File: src/rtl/core/vm_byte_stack_unit_core_assert.svh
// ----------------------------------------------------------------------------
// vm_byte_stack_unit_core_assert.svh
// Assertion macros for the byte stack core; compiled out under SYNTHESIS.
// ----------------------------------------------------------------------------
`ifndef VM_BYTE_STACK_UNIT_CORE_ASSERT_SVH
`define VM_BYTE_STACK_UNIT_CORE_ASSERT_SVH

`ifndef SYNTHESIS

// Check a condition at every clock edge out of reset.
`define VMBS_ASSERT_HOLD(label, cond, msg) \
    label: assert property (@(posedge clk) disable iff (!rst_n) (cond)) else $error(msg);

// Check that a condition holds in the cycle after a trigger.
`define VMBS_ASSERT_NEXT(label, ante, cons, msg) \
    label: assert property (@(posedge clk) disable iff (!rst_n) (ante) |=> (cons)) \
        else $error(msg);

`else

`define VMBS_ASSERT_HOLD(label, cond, msg)
`define VMBS_ASSERT_NEXT(label, ante, cons, msg)

`endif

`endif

File: src/rtl/core/vmbs_ram.sv
// ----------------------------------------------------------------------------
// vmbs_ram
// Generic single-port synchronous RAM with registered read data.
// ----------------------------------------------------------------------------
module vmbs_ram #(
    parameter int WIDTH = 8,
    parameter int DEPTH = 512
) (
    input  logic                     clk,
    input  logic                     en,
    input  logic                     we,
    input  logic [$clog2(DEPTH)-1:0] addr,
    input  logic [WIDTH-1:0]         wdata,
    output logic [WIDTH-1:0]         q
);

    logic [WIDTH-1:0] mem_q [DEPTH];

    always_ff @(posedge clk)
    begin
        if (en)
        begin
            if (we)
            begin
                mem_q[addr] <= wdata;
            end
            q <= mem_q[addr];
        end
    end

endmodule

File: config.mk
export PLATFORM = sky130hd
export DESIGN_NAME = vmbs_ram
export DESIGN_NICKNAME = d
export VERILOG_FILES = /design/src/rtl/core/vm_byte_stack_unit_core_assert.svh /design/src/rtl/core/vmbs_ram.sv
export SDC_FILE = /design/constraint.sdc
export NUM_CORES = 2
export LEC_CHECK = 0
export BUFFER_PORTS_ARGS = -buffer_cell sky130_fd_sc_hd__buf_2
export CAP_MARGIN = 25
export CORE_ASPECT_RATIO = 0.75
export CORE_MARGIN = 1
export CORE_UTILIZATION = 45
export CTS_CLUSTER_DIAMETER = 60
export DETAILED_ROUTE_END_ITERATION = 10
export PLACE_DENSITY = 0.58
export SYNTH_ARGS = -nofsm -noshare
export SYNTH_HDL_FRONTEND = slang
export SYNTH_SLANG_ARGS = --single-unit
File: constraint.sdc
create_clock -name clk -period 4 [get_ports clk]
set_input_delay 0.4 -clock clk [delete_from_list [all_inputs] [get_ports clk]]
set_output_delay 0.4 -clock clk [all_outputs]
set_load 0.01 [all_outputs]
==> impl_metrics.yaml <==
critical_path:
  criticalPathCategory: "in2reg"
  crit_fanout: 19
  cp-end-kind: "flip-flop"
  critPathLaunchType: "input pin"
  cp_data_arrival_time_ns: 4.30
  critPathRequiredTime_ns: 4.66
clocking:
  ctsHtreeMaxLevel: 5
  numCtsBuffers: 392
  clk_latency_ns: 0.94
  cts_max_path_buffers: 4
  cts-root-buf: "clkbuf_16"
  numClockSinks: 4104
  cts_tree: "done"
  clk_pin_slew_worst_paths_ns: 0.06
  post_cts_resized: 0
die:
  dieHeight_microns: 516.7
  dieWidth_microns: 688.2
  initial_core_util: 0.4535
  rows: 188
  core_sq_um: 350500
  design.die.area_sq_um: 355600
  ios: 28
synthesis:
  syn_inst: 7562
  synth_cell_types: 65
  yosysWarnings: 0
  syn_area_sq_um: 158900
  ys.flop_type: "edfxtp_1"
  synthTopCellsByArea: "edfxtp_1 78%, mux4_2 12%, mux2i_1 3.3%, nor2_1 1.4%, o22ai_1 0.74%"
  synth_top_area_cell: "edfxtp_1"
  ys_seq_area_frac: 0.7754
  netlist.area_leader.share: 0.7754
  synth_edf_count: 4104
  synth.most_common_cell: "edfxtp_1"
  postSynth.asyncResetShare: 0
  ys_ff_latch: 4104
  syn_avg_cell_area_sq_um: 21.02
  synth_common_cells: "4104 x edfxtp_1, 862 x mux4_2, 591 x nor2_1, 519 x mux2i_1, 197 x buf_2"
  synthesis.nets: 7582
timing:
  fin_crit_ns: 3.639
  tightest_slew_ns: 1.071
  hold_viol: 0
  setup_violations: 0
  fin_ws_ns: 0.3614
  slew_headroom: 0.2858
  tns_ns: 0
  finalClockSkew_ns: 0.06170
  slew_violations: 0
  period_share: 0.9096
  rsz0062_at_grt: "no"
  fmax_mhz: 274.8
route:
  ant_nets: 0
  drtIter0Drc: 11500
  avgViaCountPerCell: 6.132
  drt-total-wl_microns: 448800
  vias: 82578
  drc: 0
  wl_per_cell_microns: 33.33
  dr.pass1.iters: 6
grt:
  grt_pass1_vias: 80689
  antenna_found_initial: 34
  grt_pass1_wl_microns: 628700
  grt_start_max_net_pins: 123
  globalRouteOverflowTotal: 0
  grt.total_usage: 0.2504
pwr:
  sw_frac_of_total: 0.2138
  internal_power_w: 0.06887
  seqPwrFrac: 0.541
  power_leakage_nw: 59.44
  peakVddDrop_v: 0.0003620
  combPwrFrac: 0.052
  switchingPower_w: 0.01873
  power_density_nw_per_um2: 476.3
  power.share.clock: 0.408
min_path:
  hold_path.class: "in2reg"
place:
  portBuffers: 27
  routabilityCongestion: 0.8969
  post-place-ws_ns: -0.5508
  dp_hpwl_microns: 291600
status:
  status: "complete, no violations"
cells_and_area:
  fin_nets: 8525
  area_delta_synth_final_pct: 15.72
  layout-drive-gt1-share: 0.2784
flow_run:
  drv_cap: 0
## through the flow
step | utilization | power (W) | instance area, sq um | instances | hold slack [ns]
global placement | 0.4901 | 0.05274 | 171800 | 12752 | 0.8896
floorplan | - | 0.05036 | 158900 | 7562 | 0.4989
finish | 0.5247 | 0.08760 | 183900 | 13466 | 0.08421
detailed placement | 0.4901 | 0.05280 | 171800 | 12756 | 0.9079
global route | 0.5247 | 0.08965 | 183900 | 13461 | 0.03943
CTS | 0.5246 | 0.08806 | 183900 | 13458 | 0.01570
## power groups by stage
stage                     registers (W)  logic, W  clock network, W
after floorplan                  0.0483   0.00208                 0
after global routing             0.0474   0.00470            0.0376
final                            0.0474   0.00452            0.0357
after global placement           0.0483   0.00444                 0
after CTS                        0.0474   0.00451            0.0362
after detailed placement         0.0483   0.00450                 0
## registers in the layout (all words and copies together) (netlist names)
signal	flops
mem_q	4096
q	8
## cells in the final DEF (no fill, tap or decap), drive strengths merged, types with 100 or more instances in the layout
master,count
clkbuf,491
o22ai,189
edfxtp,4104
nor2,591
nand2,100
a22oi,124
mux2i,519
mux4,862
clkinv,164
buf,1020
## area by class of cell
class / instances / area (sq um)
repair buffers: 1030 / 9244
well taps: 4655 / 5824
clock inverters: 204 / 1604
clock buffers: 490 / 10410
fillers: 27256 / 166600
flip-flops and latches: 4104 / 123200
multi-input cells: 2971 / 33540
diodes: 6 / 15.01
inverters: 6 / 35.03
## final timing paths
check | endpoint | from | cells past startpoint | slack [ns]
setup / recovery | q[7] | addr[0] | 11 | 0.36
hold / removal | q[7] | en | 2 | 0.08
setup reg to reg | q[3] | mem_q[91][3] | 8 | 0.36
hold reg to reg | q[0] | mem_q[215][0] | 5 | 1.08
## repair_timing
item / CTS / global route
endpoints found under the hold margin: 189 / 0
hold buffers: 8 / 0
buffers inserted: 0 / 0
endpoints found under the setup margin: 0 / 0
## per-layer routing
layer	global-route usage	wire length (microns)
met2	0.3619	195600
met4	0.05254	9680
met5	0	50
met3	0.06085	49230
met1	0.3876	194200
## critical path, cell delays in order
cell and delay [ns]:
buf_8 0.25, buf_12 0.27, buf_12 0.25, mux4_2 0.53
a32oi_1 0.65, buf_4 0.23, o311ai_0 0.29, or4_1 0.72
nor4_1 0.32, buf_4 0.15, nand4_1 0.08
## cell families (layout without fill, tap and decap cells)
group,Yosys count,after routing,synth area share
buffers and inverters,487,1730,0.01497
AO/OA/AOI/OAI,639,639,0.02789
multiplexers,1399,1399,0.1561
other,0,6,0
AND/OR/NAND/NOR,933,933,0.02562
flip-flops,4104,4104,0.7754
Power figures use the tool's default switching activity.
