### config.mk
export PLATFORM = sky130hd
export DESIGN_NAME = vmbs_rd_align
export DESIGN_NICKNAME = d
export VERILOG_FILES = /design/src/rtl/core/vm_byte_stack_unit_core_assert.svh /design/src/rtl/core/vmbs_pkg.sv /design/src/rtl/core/vmbs_rd_align.sv
export SDC_FILE = /design/constraint.sdc
export NUM_CORES = 1
export LEC_CHECK = 0
export ABC_CLOCK_PERIOD_IN_PS = 3700
export BUFFER_PORTS_ARGS = -buffer_cell sky130_fd_sc_hd__buf_2
export CAP_MARGIN = 20
export CORE_MARGIN = 4
export CORE_UTILIZATION = 45
export DETAILED_ROUTE_END_ITERATION = 10
export PLACE_DENSITY = 0.88
export SLEW_MARGIN = 0
export SYNTH_ARGS = -nofsm -noshare
export SYNTH_HDL_FRONTEND = slang
export SYNTH_SLANG_ARGS = --single-unit
### constraint.sdc
create_clock -name vclk -period 3.7
set_input_delay 0.185 -clock vclk [all_inputs]
set_output_delay 0.185 -clock vclk [all_outputs]
set_load 0.01 [all_outputs]
### src/rtl/core/vm_byte_stack_unit_core_assert.svh
// ----------------------------------------------------------------------------
// vm_byte_stack_unit_core_assert.svh
// Assertion macros for the byte stack core; compiled out under SYNTHESIS.
// ----------------------------------------------------------------------------
`ifndef VM_BYTE_STACK_UNIT_CORE_ASSERT_SVH
`define VM_BYTE_STACK_UNIT_CORE_ASSERT_SVH

`ifndef SYNTHESIS

// Check a condition at every clock edge out of reset.
`define VMBS_ASSERT_HOLD(label, cond, msg) \
    label: assert property (@(posedge clk) disable iff (!rst_n) (cond)) else $error(msg);

// Check that a condition holds in the cycle after a trigger.
`define VMBS_ASSERT_NEXT(label, ante, cons, msg) \
    label: assert property (@(posedge clk) disable iff (!rst_n) (ante) |=> (cons)) \
        else $error(msg);

`else

`define VMBS_ASSERT_HOLD(label, cond, msg)
`define VMBS_ASSERT_NEXT(label, ante, cons, msg)

`endif

`endif

### src/rtl/core/vmbs_pkg.sv
// ----------------------------------------------------------------------------
// vmbs_pkg
// Shared types, request codes and sizes for the byte stack core.
// ----------------------------------------------------------------------------
package vmbs_pkg;

    localparam int DEFAULT_STACK_BYTES = 4096;
    localparam int LANES               = 8;
    localparam int SP_W                = 13;

    localparam logic [1:0] REQ_PUSH  = 2'd0;
    localparam logic [1:0] REQ_POP   = 2'd1;
    localparam logic [1:0] REQ_LOAD  = 2'd2;
    localparam logic [1:0] REQ_STORE = 2'd3;

    localparam logic [1:0] SIZE_BYTE = 2'd0;

    typedef struct packed {
        logic [1:0]  req_type;
        logic [1:0]  size_code;
        logic [15:0] address;
        logic [63:0] write_data;
    } req_t;

    typedef struct packed {
        logic             ok;
        logic [63:0]      read_data;
        logic [SP_W-1:0]  stack_pointer;
    } rsp_t;

    // Per-lane enables between the lane mapper and the RAM bank
    typedef struct packed {
        logic [LANES-1:0] en;
        logic [LANES-1:0] we;
    } lane_ctl_t;

endpackage

### src/rtl/core/vmbs_rd_align.sv
// ----------------------------------------------------------------------------
// vmbs_rd_align
// Rotate lane read data back into value order and zero unused bytes.
// ----------------------------------------------------------------------------
module vmbs_rd_align (
    input  logic [63:0] lane_q,
    input  logic [2:0]  off,
    input  logic [1:0]  size_code,
    input  logic        valid,
    output logic [63:0] data
);

    import vmbs_pkg::*;

    logic [3:0]            nbytes;
    logic [LANES-1:0][2:0] src;

    always_comb
    begin
        nbytes = 4'd1 << size_code;
        for (int i = 0; i < LANES; i++)
        begin
            src[i] = 3'(i) + off;
            data[8*i +: 8] = (valid && (4'(i) < nbytes)) ? lane_q[8*src[i] +: 8] : 8'h00;
        end
    end

endmodule

==> out/metrics.yaml <==
status:
  run_status: "completed"
final_layout:
  nFillCells: 621
  final_common_cell: "buf_2"
  layout_common_cells: "buf_2 (134), mux2_2 (64), nand2_1 (51)"
  area_delta_synth_final_pct: 18.8
  clockBufferCount: 0
  seq_cells: 0
  fin_nets: 541
  utilization_pct: 55.2
  drive_above_1_share_pct: 51.6
  regArea_um2: 0
synth:
  yosysUniqueCellTypes: 30
  avgSynthCellArea_um2: 8.57
  ys_warn_count: 0
  postSynthCellCount: 368
  synth_top_area_cell: "mux2_2"
  synth.top_cell.area_share_pct: 22.9
  syn_nets: 440
  ys_seq_area_share_pct: 0
  synth.top_cells.by_area: "mux2_2 (23%), mux4_2 (23%), mux2i_1 (10%)"
  synthesis.area_mm2: 0.00315
placement:
  dp_hpwl_mm: 9.21
  portBuffers: 134
  place.gp.congestion: 1.10
sta:
  setup_viol: 0
  rsz0062_at_grt: "no"
  period_share_pct: 71.5
  max_freq_ghz: 0.378
  fin_crit_ns: 2.65
  hold-worst-slack_ns: 0.872
  setup_tns_ns: 0
  worst_pin_slew_ns: 0.915
  finalHoldViolCount: 0
  relSlewSlack_pct: 39.0
  slew_viol_final: 0
power_and_ir_drop:
  p_leak_nw: 1.69
  intPower_w: 0.000259
  switching_share_pct: 54.1
  ir_drop_uv: 55.5
  p_per_area_mw_per_mm2: 150
  clkPwrFrac_pct: 0
  power_frac_seq_pct: 0
  p_sw_w: 0.000304
  pwr-share-comb_pct: 100.0
clock_network:
  cts-hold-fix-buffers: 0
  cts_setup_buffers: 0
  cts_resized: 0
min_path:
  whs_endpoint: "data[2]"
  min_path_cells: 4
  hp-start: "valid"
  hold_class: "in -> out"
critical_path:
  crit_arrival_ns: 2.46
  end_kind: "output port"
  start_kind: "input port"
  worstPathRequired_ns: 3.51
  worstSetupStartpoint: "off[1]"
  crit_type: "in -> out"
  crit_fanout: 25
die:
  core_area_mm2: 0.00679
  start_util_pct: 46.4
  io_pins: 134
  rows: 30
  die_area_mm2: 0.00841
  fp.dieH_um: 91.7
  die-width_um: 91.7
detailed_routing:
  vias: 3769
  via_per_inst: 6.68
  ant_nets: 0
  wl_per_cell_um: 20.9
  drtIter0Drc: 607
  routed_wl_mm: 11.8
  drc: 0
  firstDrtPassIters: 5
grt:
  track_usage_pct: 26.1
  grt.overflow.total: 0
  grt_max_degree: 36
  antenna_found_initial: 1
  first_global_vias: 3677
  grt_first_pass_wirelength_mm: 18.5
job:
  cap_violations: 0
[logic make-up after synthesis]
| group | after synthesis | share of synthesized area (%) |
|---|---|---|
| compound gates | 97 | 20.0 |
| xor+xnor | 4 | 2.18 |
| fa+ha+maj | 2 | 0.794 |
| buf+inv | 44 | 8.10 |
| mux | 128 | 55.9 |
| simple gates | 93 | 13.1 |
[synth_stat cells, drive strengths merged]
cell type,number
clkinv,1
nor2b,2
o22ai,48
buf,33
nor3,31
and2,1
and3,1
o21ai,1
nor2,3
a21oi,25
nand3,1
xor2,2
mux4,32
or2,1
ha,2
nand2b,2
xnor2,2
inv,2
clkbuf,8
mux2,64
a22o,22
a22oi,1
mux2i,32
nand2,51
[metal layers]
layer / track usage, % / vias up / wire, um
li1: - / 1665 / -
met1: 35.6 / 1732 / 4480
met2: 43.0 / 307 / 5420
met3: 3.45 / 65 / 1460
met4: 8.04 / 0 / 452
met5: 0 / - / 0
[power by group through the flow]
stage | registers [W] | clock network [W] | logic, W
6_report | 0 | 0.0000000000361 | 0.000563
5_1_grt | 0 | 0.0000000000361 | 0.000605
4_1_cts | 0 | 0 | 0.000551
3_5_place_dp | 0 | 0 | 0.000550
3_3_place_gp | 0 | 0 | 0.000531
2_1_floorplan | 0 | 0 | 0.000390
[stage by stage]
stage	power, W	setup WS (ns)	std cells	area (um^2)
6_report	0.000563	1.05	564	3750
5_1_grt	0.000605	0.765	564	3750
4_1_cts	0.000551	1.06	563	3740
3_5_place_dp	0.000550	1.07	563	3740
3_3_place_gp	0.000531	1.11	563	3740
2_1_floorplan	0.000390	1.62	368	3150
[worst max-delay path by stage]
stage	endpoint	slack (ns)	depth (start not counted)
after floorplan	data[15]	1.62	8
after global placement	data[16]	1.11	6
after detailed placement	data[19]	1.07	6
after CTS	data[19]	1.06	6
after global routing	data[19]	0.77	6
final	data[15]	1.05	7
[critical path: stages]
cell,delay (ns)
buf_2,0.32
buf_4,0.42
ha_1,0.31
xor2_1,0.59
nor2_2,0.23
a22o_1,0.25
buf_2,0.13
[cell type report]
cell class                 instances  area (um^2)  area share, %
multi-input combinational        324         2900           77.3
timing repair buffer             140          716           19.1
tap                               96          120           3.21
inverter                           3         11.3          0.301
antenna                            1         2.50         0.0668
No activity file was read; power rests on OpenSTA's default activity.
