<file path="src/rtl/core/vm_byte_stack_unit_core_assert.svh">
// ----------------------------------------------------------------------------
// vm_byte_stack_unit_core_assert.svh
// Assertion macros for the byte stack core; compiled out under SYNTHESIS.
// ----------------------------------------------------------------------------
`ifndef VM_BYTE_STACK_UNIT_CORE_ASSERT_SVH
`define VM_BYTE_STACK_UNIT_CORE_ASSERT_SVH

`ifndef SYNTHESIS

// Check a condition at every clock edge out of reset.
`define VMBS_ASSERT_HOLD(label, cond, msg) \
    label: assert property (@(posedge clk) disable iff (!rst_n) (cond)) else $error(msg);

// Check that a condition holds in the cycle after a trigger.
`define VMBS_ASSERT_NEXT(label, ante, cons, msg) \
    label: assert property (@(posedge clk) disable iff (!rst_n) (ante) |=> (cons)) \
        else $error(msg);

`else

`define VMBS_ASSERT_HOLD(label, cond, msg)
`define VMBS_ASSERT_NEXT(label, ante, cons, msg)

`endif

`endif

</file>
<file path="src/rtl/core/vmbs_pkg.sv">
// ----------------------------------------------------------------------------
// vmbs_pkg
// Shared types, request codes and sizes for the byte stack core.
// ----------------------------------------------------------------------------
package vmbs_pkg;

    localparam int DEFAULT_STACK_BYTES = 4096;
    localparam int LANES               = 8;
    localparam int SP_W                = 13;

    localparam logic [1:0] REQ_PUSH  = 2'd0;
    localparam logic [1:0] REQ_POP   = 2'd1;
    localparam logic [1:0] REQ_LOAD  = 2'd2;
    localparam logic [1:0] REQ_STORE = 2'd3;

    localparam logic [1:0] SIZE_BYTE = 2'd0;

    typedef struct packed {
        logic [1:0]  req_type;
        logic [1:0]  size_code;
        logic [15:0] address;
        logic [63:0] write_data;
    } req_t;

    typedef struct packed {
        logic             ok;
        logic [63:0]      read_data;
        logic [SP_W-1:0]  stack_pointer;
    } rsp_t;

    // Per-lane enables between the lane mapper and the RAM bank
    typedef struct packed {
        logic [LANES-1:0] en;
        logic [LANES-1:0] we;
    } lane_ctl_t;

endpackage

</file>
<file path="src/rtl/core/vmbs_lane_map.sv">
// ----------------------------------------------------------------------------
// vmbs_lane_map
// Map a byte address and size onto eight byte lanes: row, enables, data.
// ----------------------------------------------------------------------------
module vmbs_lane_map #(
    parameter int AW = 12,
    parameter int RW = 9
) (
    input  logic [AW-1:0]                         addr,
    input  logic [1:0]                            size_code,
    input  logic [63:0]                           wdata,
    input  logic                                  rd,
    input  logic                                  wr,
    output logic [vmbs_pkg::LANES-1:0][RW-1:0]    row,
    output vmbs_pkg::lane_ctl_t                   ctl,
    output logic [63:0]                           lane_wdata
);

    import vmbs_pkg::*;

    logic [2:0]            off;
    logic [RW-1:0]         base;
    logic [3:0]            nbytes;
    logic [LANES-1:0][2:0] idx;
    logic [LANES-1:0]      hit;

    always_comb
    begin
        off    = addr[2:0];
        base   = RW'(addr >> 3);
        nbytes = 4'd1 << size_code;
        for (int l = 0; l < LANES; l++)
        begin
            // byte of the value that falls in this lane
            idx[l] = 3'(l) - off;
            hit[l] = {1'b0, idx[l]} < nbytes;
            // lanes below the offset wrap into the next row
            row[l] = (3'(l) < off) ? base + RW'(1) : base;
            ctl.en[l] = hit[l] & (rd | wr);
            ctl.we[l] = hit[l] & wr;
            lane_wdata[8*l +: 8] = wdata[8*idx[l] +: 8];
        end
    end

endmodule

</file>
<file path="config.mk">
export PLATFORM = sky130hd
export DESIGN_NAME = vmbs_lane_map
export DESIGN_NICKNAME = d
export VERILOG_FILES = /design/src/rtl/core/vm_byte_stack_unit_core_assert.svh /design/src/rtl/core/vmbs_pkg.sv /design/src/rtl/core/vmbs_lane_map.sv
export SDC_FILE = /design/constraint.sdc
export NUM_CORES = 1
export LEC_CHECK = 0
export BUFFER_PORTS_ARGS = -buffer_cell sky130_fd_sc_hd__buf_2
export CORE_ASPECT_RATIO = 1.5
export CORE_UTILIZATION = 50
export DETAILED_ROUTE_END_ITERATION = 10
export PLACE_DENSITY = 0.88
export REMOVE_ABC_BUFFERS = 1
export SLEW_MARGIN = 20
export SYNTH_ARGS = -nofsm -noshare
export SYNTH_HDL_FRONTEND = slang
export SYNTH_SLANG_ARGS = --single-unit
</file>
<file path="constraint.sdc">
create_clock -name vclk -period 4.8
set_input_delay 0.48 -clock vclk [all_inputs]
set_output_delay 0.48 -clock vclk [all_outputs]
set_load 0.02 [all_outputs]
</file>
==> impl_table.tex <==
\begin{tabular}{lr}
\hline
Metric & Value \\
\hline
\multicolumn{2}{l}{\textbf{Timing}} \\
\quad Sum of negative setup slack & 0 ns \\
\quad Hold violation total from the final report & 0 \\
\quad Count of final setup violators & 0 \\
\quad Tightest hold margin & around 1.3 ns \\
\quad Final worst path period need & approximately 3.6 ns \\
\quad Tightest slew margin relative to the limit & slightly below 30\% \\
\quad Share of the cycle needed by the critical path after routing & about 75\% \\
\quad Number of slew-limit violations in the final report & 0 \\
\quad Unrepaired setup endpoints after global routing & false \\
\quad Slew at the pin closest to its max-slew limit & between 1 and 1.5 ns \\
\quad Max Fclk & between 200 and 300 MHz \\
\multicolumn{2}{l}{\textbf{Pwr}} \\
\quad Static power due to leakage & roughly 2.5 nW \\
\quad IR Drop Worst-Case VDD & around 0.079 mV \\
\quad Power density over the cells & 163.5 nW/um\^{}2 \\
\multicolumn{2}{l}{\textbf{Synth}} \\
\quad Cell taking the most area after synthesis & mux4\_2 \\
\quad Syn Inst Count & 450 \\
\quad Synthesized area divided by synthesized cell count & 9.095 um\^{}2 \\
\quad Post-synth cell types & 37 \\
\quad Sequential cell area fraction in the yosys report & 0\% \\
\quad Main area contributors after synthesis & mux4\_2, mux2\_4, nand2\_1, xor2\_1, xnor2\_1 \\
\quad Synth warnings & 0 \\
\quad Area fraction of the dominant cell type after synthesis & around a third \\
\quad Post-synth design cell area & just over 4000 um\^{}2 \\
\multicolumn{2}{l}{\textbf{Setup path}} \\
\quad Data arrival time of the critical path & approximately 3.1 ns \\
\quad Critical Path Sink Type & output pin \\
\quad Critical Path Start Type & input port \\
\quad Required time at the worst-slack endpoint & about 4.3 ns \\
\quad Max Fanout on Critical Path & 21 \\
\quad Crit path kind & in -> out \\
\multicolumn{2}{l}{\textbf{Floorplan}} \\
\quad Die Height & roughly 110 um \\
\quad Core region area & roughly 8000 um\^{}2 \\
\quad Die W & 75.87 um \\
\quad Total number of placement rows & 40 \\
\quad Starting density of the core & between 50\% and 60\% \\
\quad Die area & around 8600 um\^{}2 \\
\quad Ports & between 200 and 250 \\
\multicolumn{2}{l}{\textbf{Cells and area}} \\
\quad Final non-filler cell total & about 740 \\
\quad Post-layout instance area & a little over 5000 um\^{}2 \\
\quad Fin nets & about 740 \\
\quad FF+latch count & 0 \\
\quad Number of clock buffer instances in the layout & 0 \\
\quad Area taken by flip-flops and latches & 0 um\^{}2 \\
\quad Antenna cell count & 0 \\
\quad Ratio of cells with drive above 1 in the final layout & 54.55\% \\
\quad Area growth syn-to-layout & 25.56\% \\
\multicolumn{2}{l}{\textbf{Global route}} \\
\quad Met1 Use GR & a little under a third \\
\quad Most used routing layer & met2 \\
\quad Overall track demand over capacity in global routing & $\sim$28\% \\
\quad Initial antenna violation count & 1 \\
\quad GR Layer Usage met2 & roughly 52\% \\
\quad First-pass GRT wire length & approximately 19 mm \\
\quad Leftover overflow at the end of global routing & 0 \\
\quad Met3 demand-to-capacity share in global routing & just under 5\% \\
\quad Maximum number of pins on one net before global-route repair & 65 \\
\quad Via count of the first global-routing pass & 4,143 \\
\multicolumn{2}{l}{\textbf{Routing}} \\
\quad Remaining design rule violation count & 0 \\
\quad Drt pass-1 iters & 5 \\
\quad Number of DRC violations after detailed-routing iteration 0 & around 210 \\
\quad Via count & roughly 4,400 \\
\quad Vias per std cell & 5.894 \\
\quad Final WL & 12.49 mm \\
\quad Post-detailed-route count of antenna-violating nets & 0 \\
\quad Routed length per instance & between 15 and 20 um \\
\multicolumn{2}{l}{\textbf{Placement}} \\
\quad Buffers added on ports & 232 \\
\quad Detailed placer's ending HPWL & $\sim$9.8 mm \\
\quad Cell count after placement & around 740 \\
\quad Final weighted congestion in routability-driven placement & roughly 0.85 \\
\quad Area after detailed placement & 5139 um\^{}2 \\
\multicolumn{2}{l}{\textbf{Worst hold path}} \\
\quad Class of the tightest hold or removal check & in -> out \\
\multicolumn{2}{l}{\textbf{Clocking}} \\
\quad Post-cts sizing count & 0 \\
\quad Number of buffers inserted to repair setup after CTS & 0 \\
\quad Hold-fix buffer count after cts & 0 \\
\multicolumn{2}{l}{\textbf{Run}} \\
\quad Maxcap violations & 0 \\
\multicolumn{2}{l}{\textbf{Run status}} \\
\quad Outcome & finished, final reports clean \\
\hline
\end{tabular}
-- critical path, stage by stage --
cell      delay [ns]
buf_2           0.51
ha_1            0.38
xor2_4          0.16
clkinv_1        0.50
ha_1            0.52
nor2_1          0.04
a221oi_1        0.27
nor2_1          0.07
buf_2           0.18
-- kinds of logic (layout without fill, tap and decap cells) --
family | after synthesis | count (layout) | share of synthesized area [%]
XOR/XNOR | 58 | 58 | 13.33
multiplexers | 103 | 103 | 48.70
AO/OA/AOI/OAI | 22 | 22 | 3.669
adder cells (fa/ha/maj) | 17 | 17 | 5.197
buffers and inverters | 59 | 247 | 8.193
AND/OR/NAND/NOR | 191 | 191 | 20.91
-- routing by layer --
layer  routed length [um]  vias to the layer above
met5                    0                        -
met4                  325                        0
met3                  972                       35
met2                 6678                      259
met1                 4514                     2063
li1                     -                     2022
-- worst paths after layout --
| kind | endpoint | slack (ns) | start | depth (start not counted) |
|---|---|---|---|---|
| hold / removal | row[71] | 1.30 | addr[11] | 2 |
| setup / recovery | ctl[14] | 1.20 | addr[1] | 9 |
-- cell usage after synthesis (3+ instances only) --
| library cell | number |
|---|---|
| nor4_1 | 4 |
| buf_6 | 5 |
| and3_1 | 3 |
| a21boi_0 | 4 |
| inv_1 | 3 |
| nor2_1 | 25 |
| nand2_1 | 105 |
| a21oi_1 | 7 |
| nand4_1 | 6 |
| buf_4 | 15 |
| ha_1 | 17 |
| nor2b_1 | 6 |
| nor3_1 | 16 |
| mux2_2 | 9 |
| clkbuf_1 | 12 |
| buf_2 | 16 |
| a221oi_1 | 4 |
| nand3_1 | 11 |
| nor3b_1 | 3 |
| mux2_4 | 30 |
| nand2b_1 | 7 |
| buf_1 | 4 |
| mux4_2 | 64 |
| xor2_1 | 30 |
| xnor2_1 | 26 |
-- placed cells by master, fill, tap and decap left out, types with 11 or more instances in the layout --
| cell | n |
|---|---|
| mux2_4 | 30 |
| xnor2_1 | 26 |
| buf_2 | 231 |
| nand3_1 | 11 |
| xor2_1 | 30 |
| ha_1 | 17 |
| nor2_1 | 25 |
| nand2_1 | 105 |
| nor3_1 | 16 |
| mux4_2 | 64 |
-- stage by stage --
stage / setup WS, ns / utilization [%] / power, mW
final: 1.201 / 64.58 / 0.8404
after floorplan: 1.597 / - / 0.5403
after global placement: 1.285 / 64.58 / 0.8179
after detailed placement: 1.196 / 64.58 / 0.8375
after global routing: 0.9903 / 64.58 / 0.9034
after CTS: 1.198 / 64.58 / 0.8402
-- where the power goes --
| group | internal (mW) | switching, mW | total, mW | leakage (nW) |
|---|---|---|---|---|
| combinational | 0.344 | 0.496 | 0.840 | 2.52 |
| sequential | 0 | 0 | 0 | 0 |
| clock | 0 | 0 | 0 | 0 |
-- layout make-up --
class	instances	area, um^2
Fill cell	640	2819
Inverter	7	26.28
Multi-Input combinational cell	391	3757
Tap cell	105	131.4
Timing Repair Buffer	240	1224
Note: power is estimated with default switching activity, not from simulation.
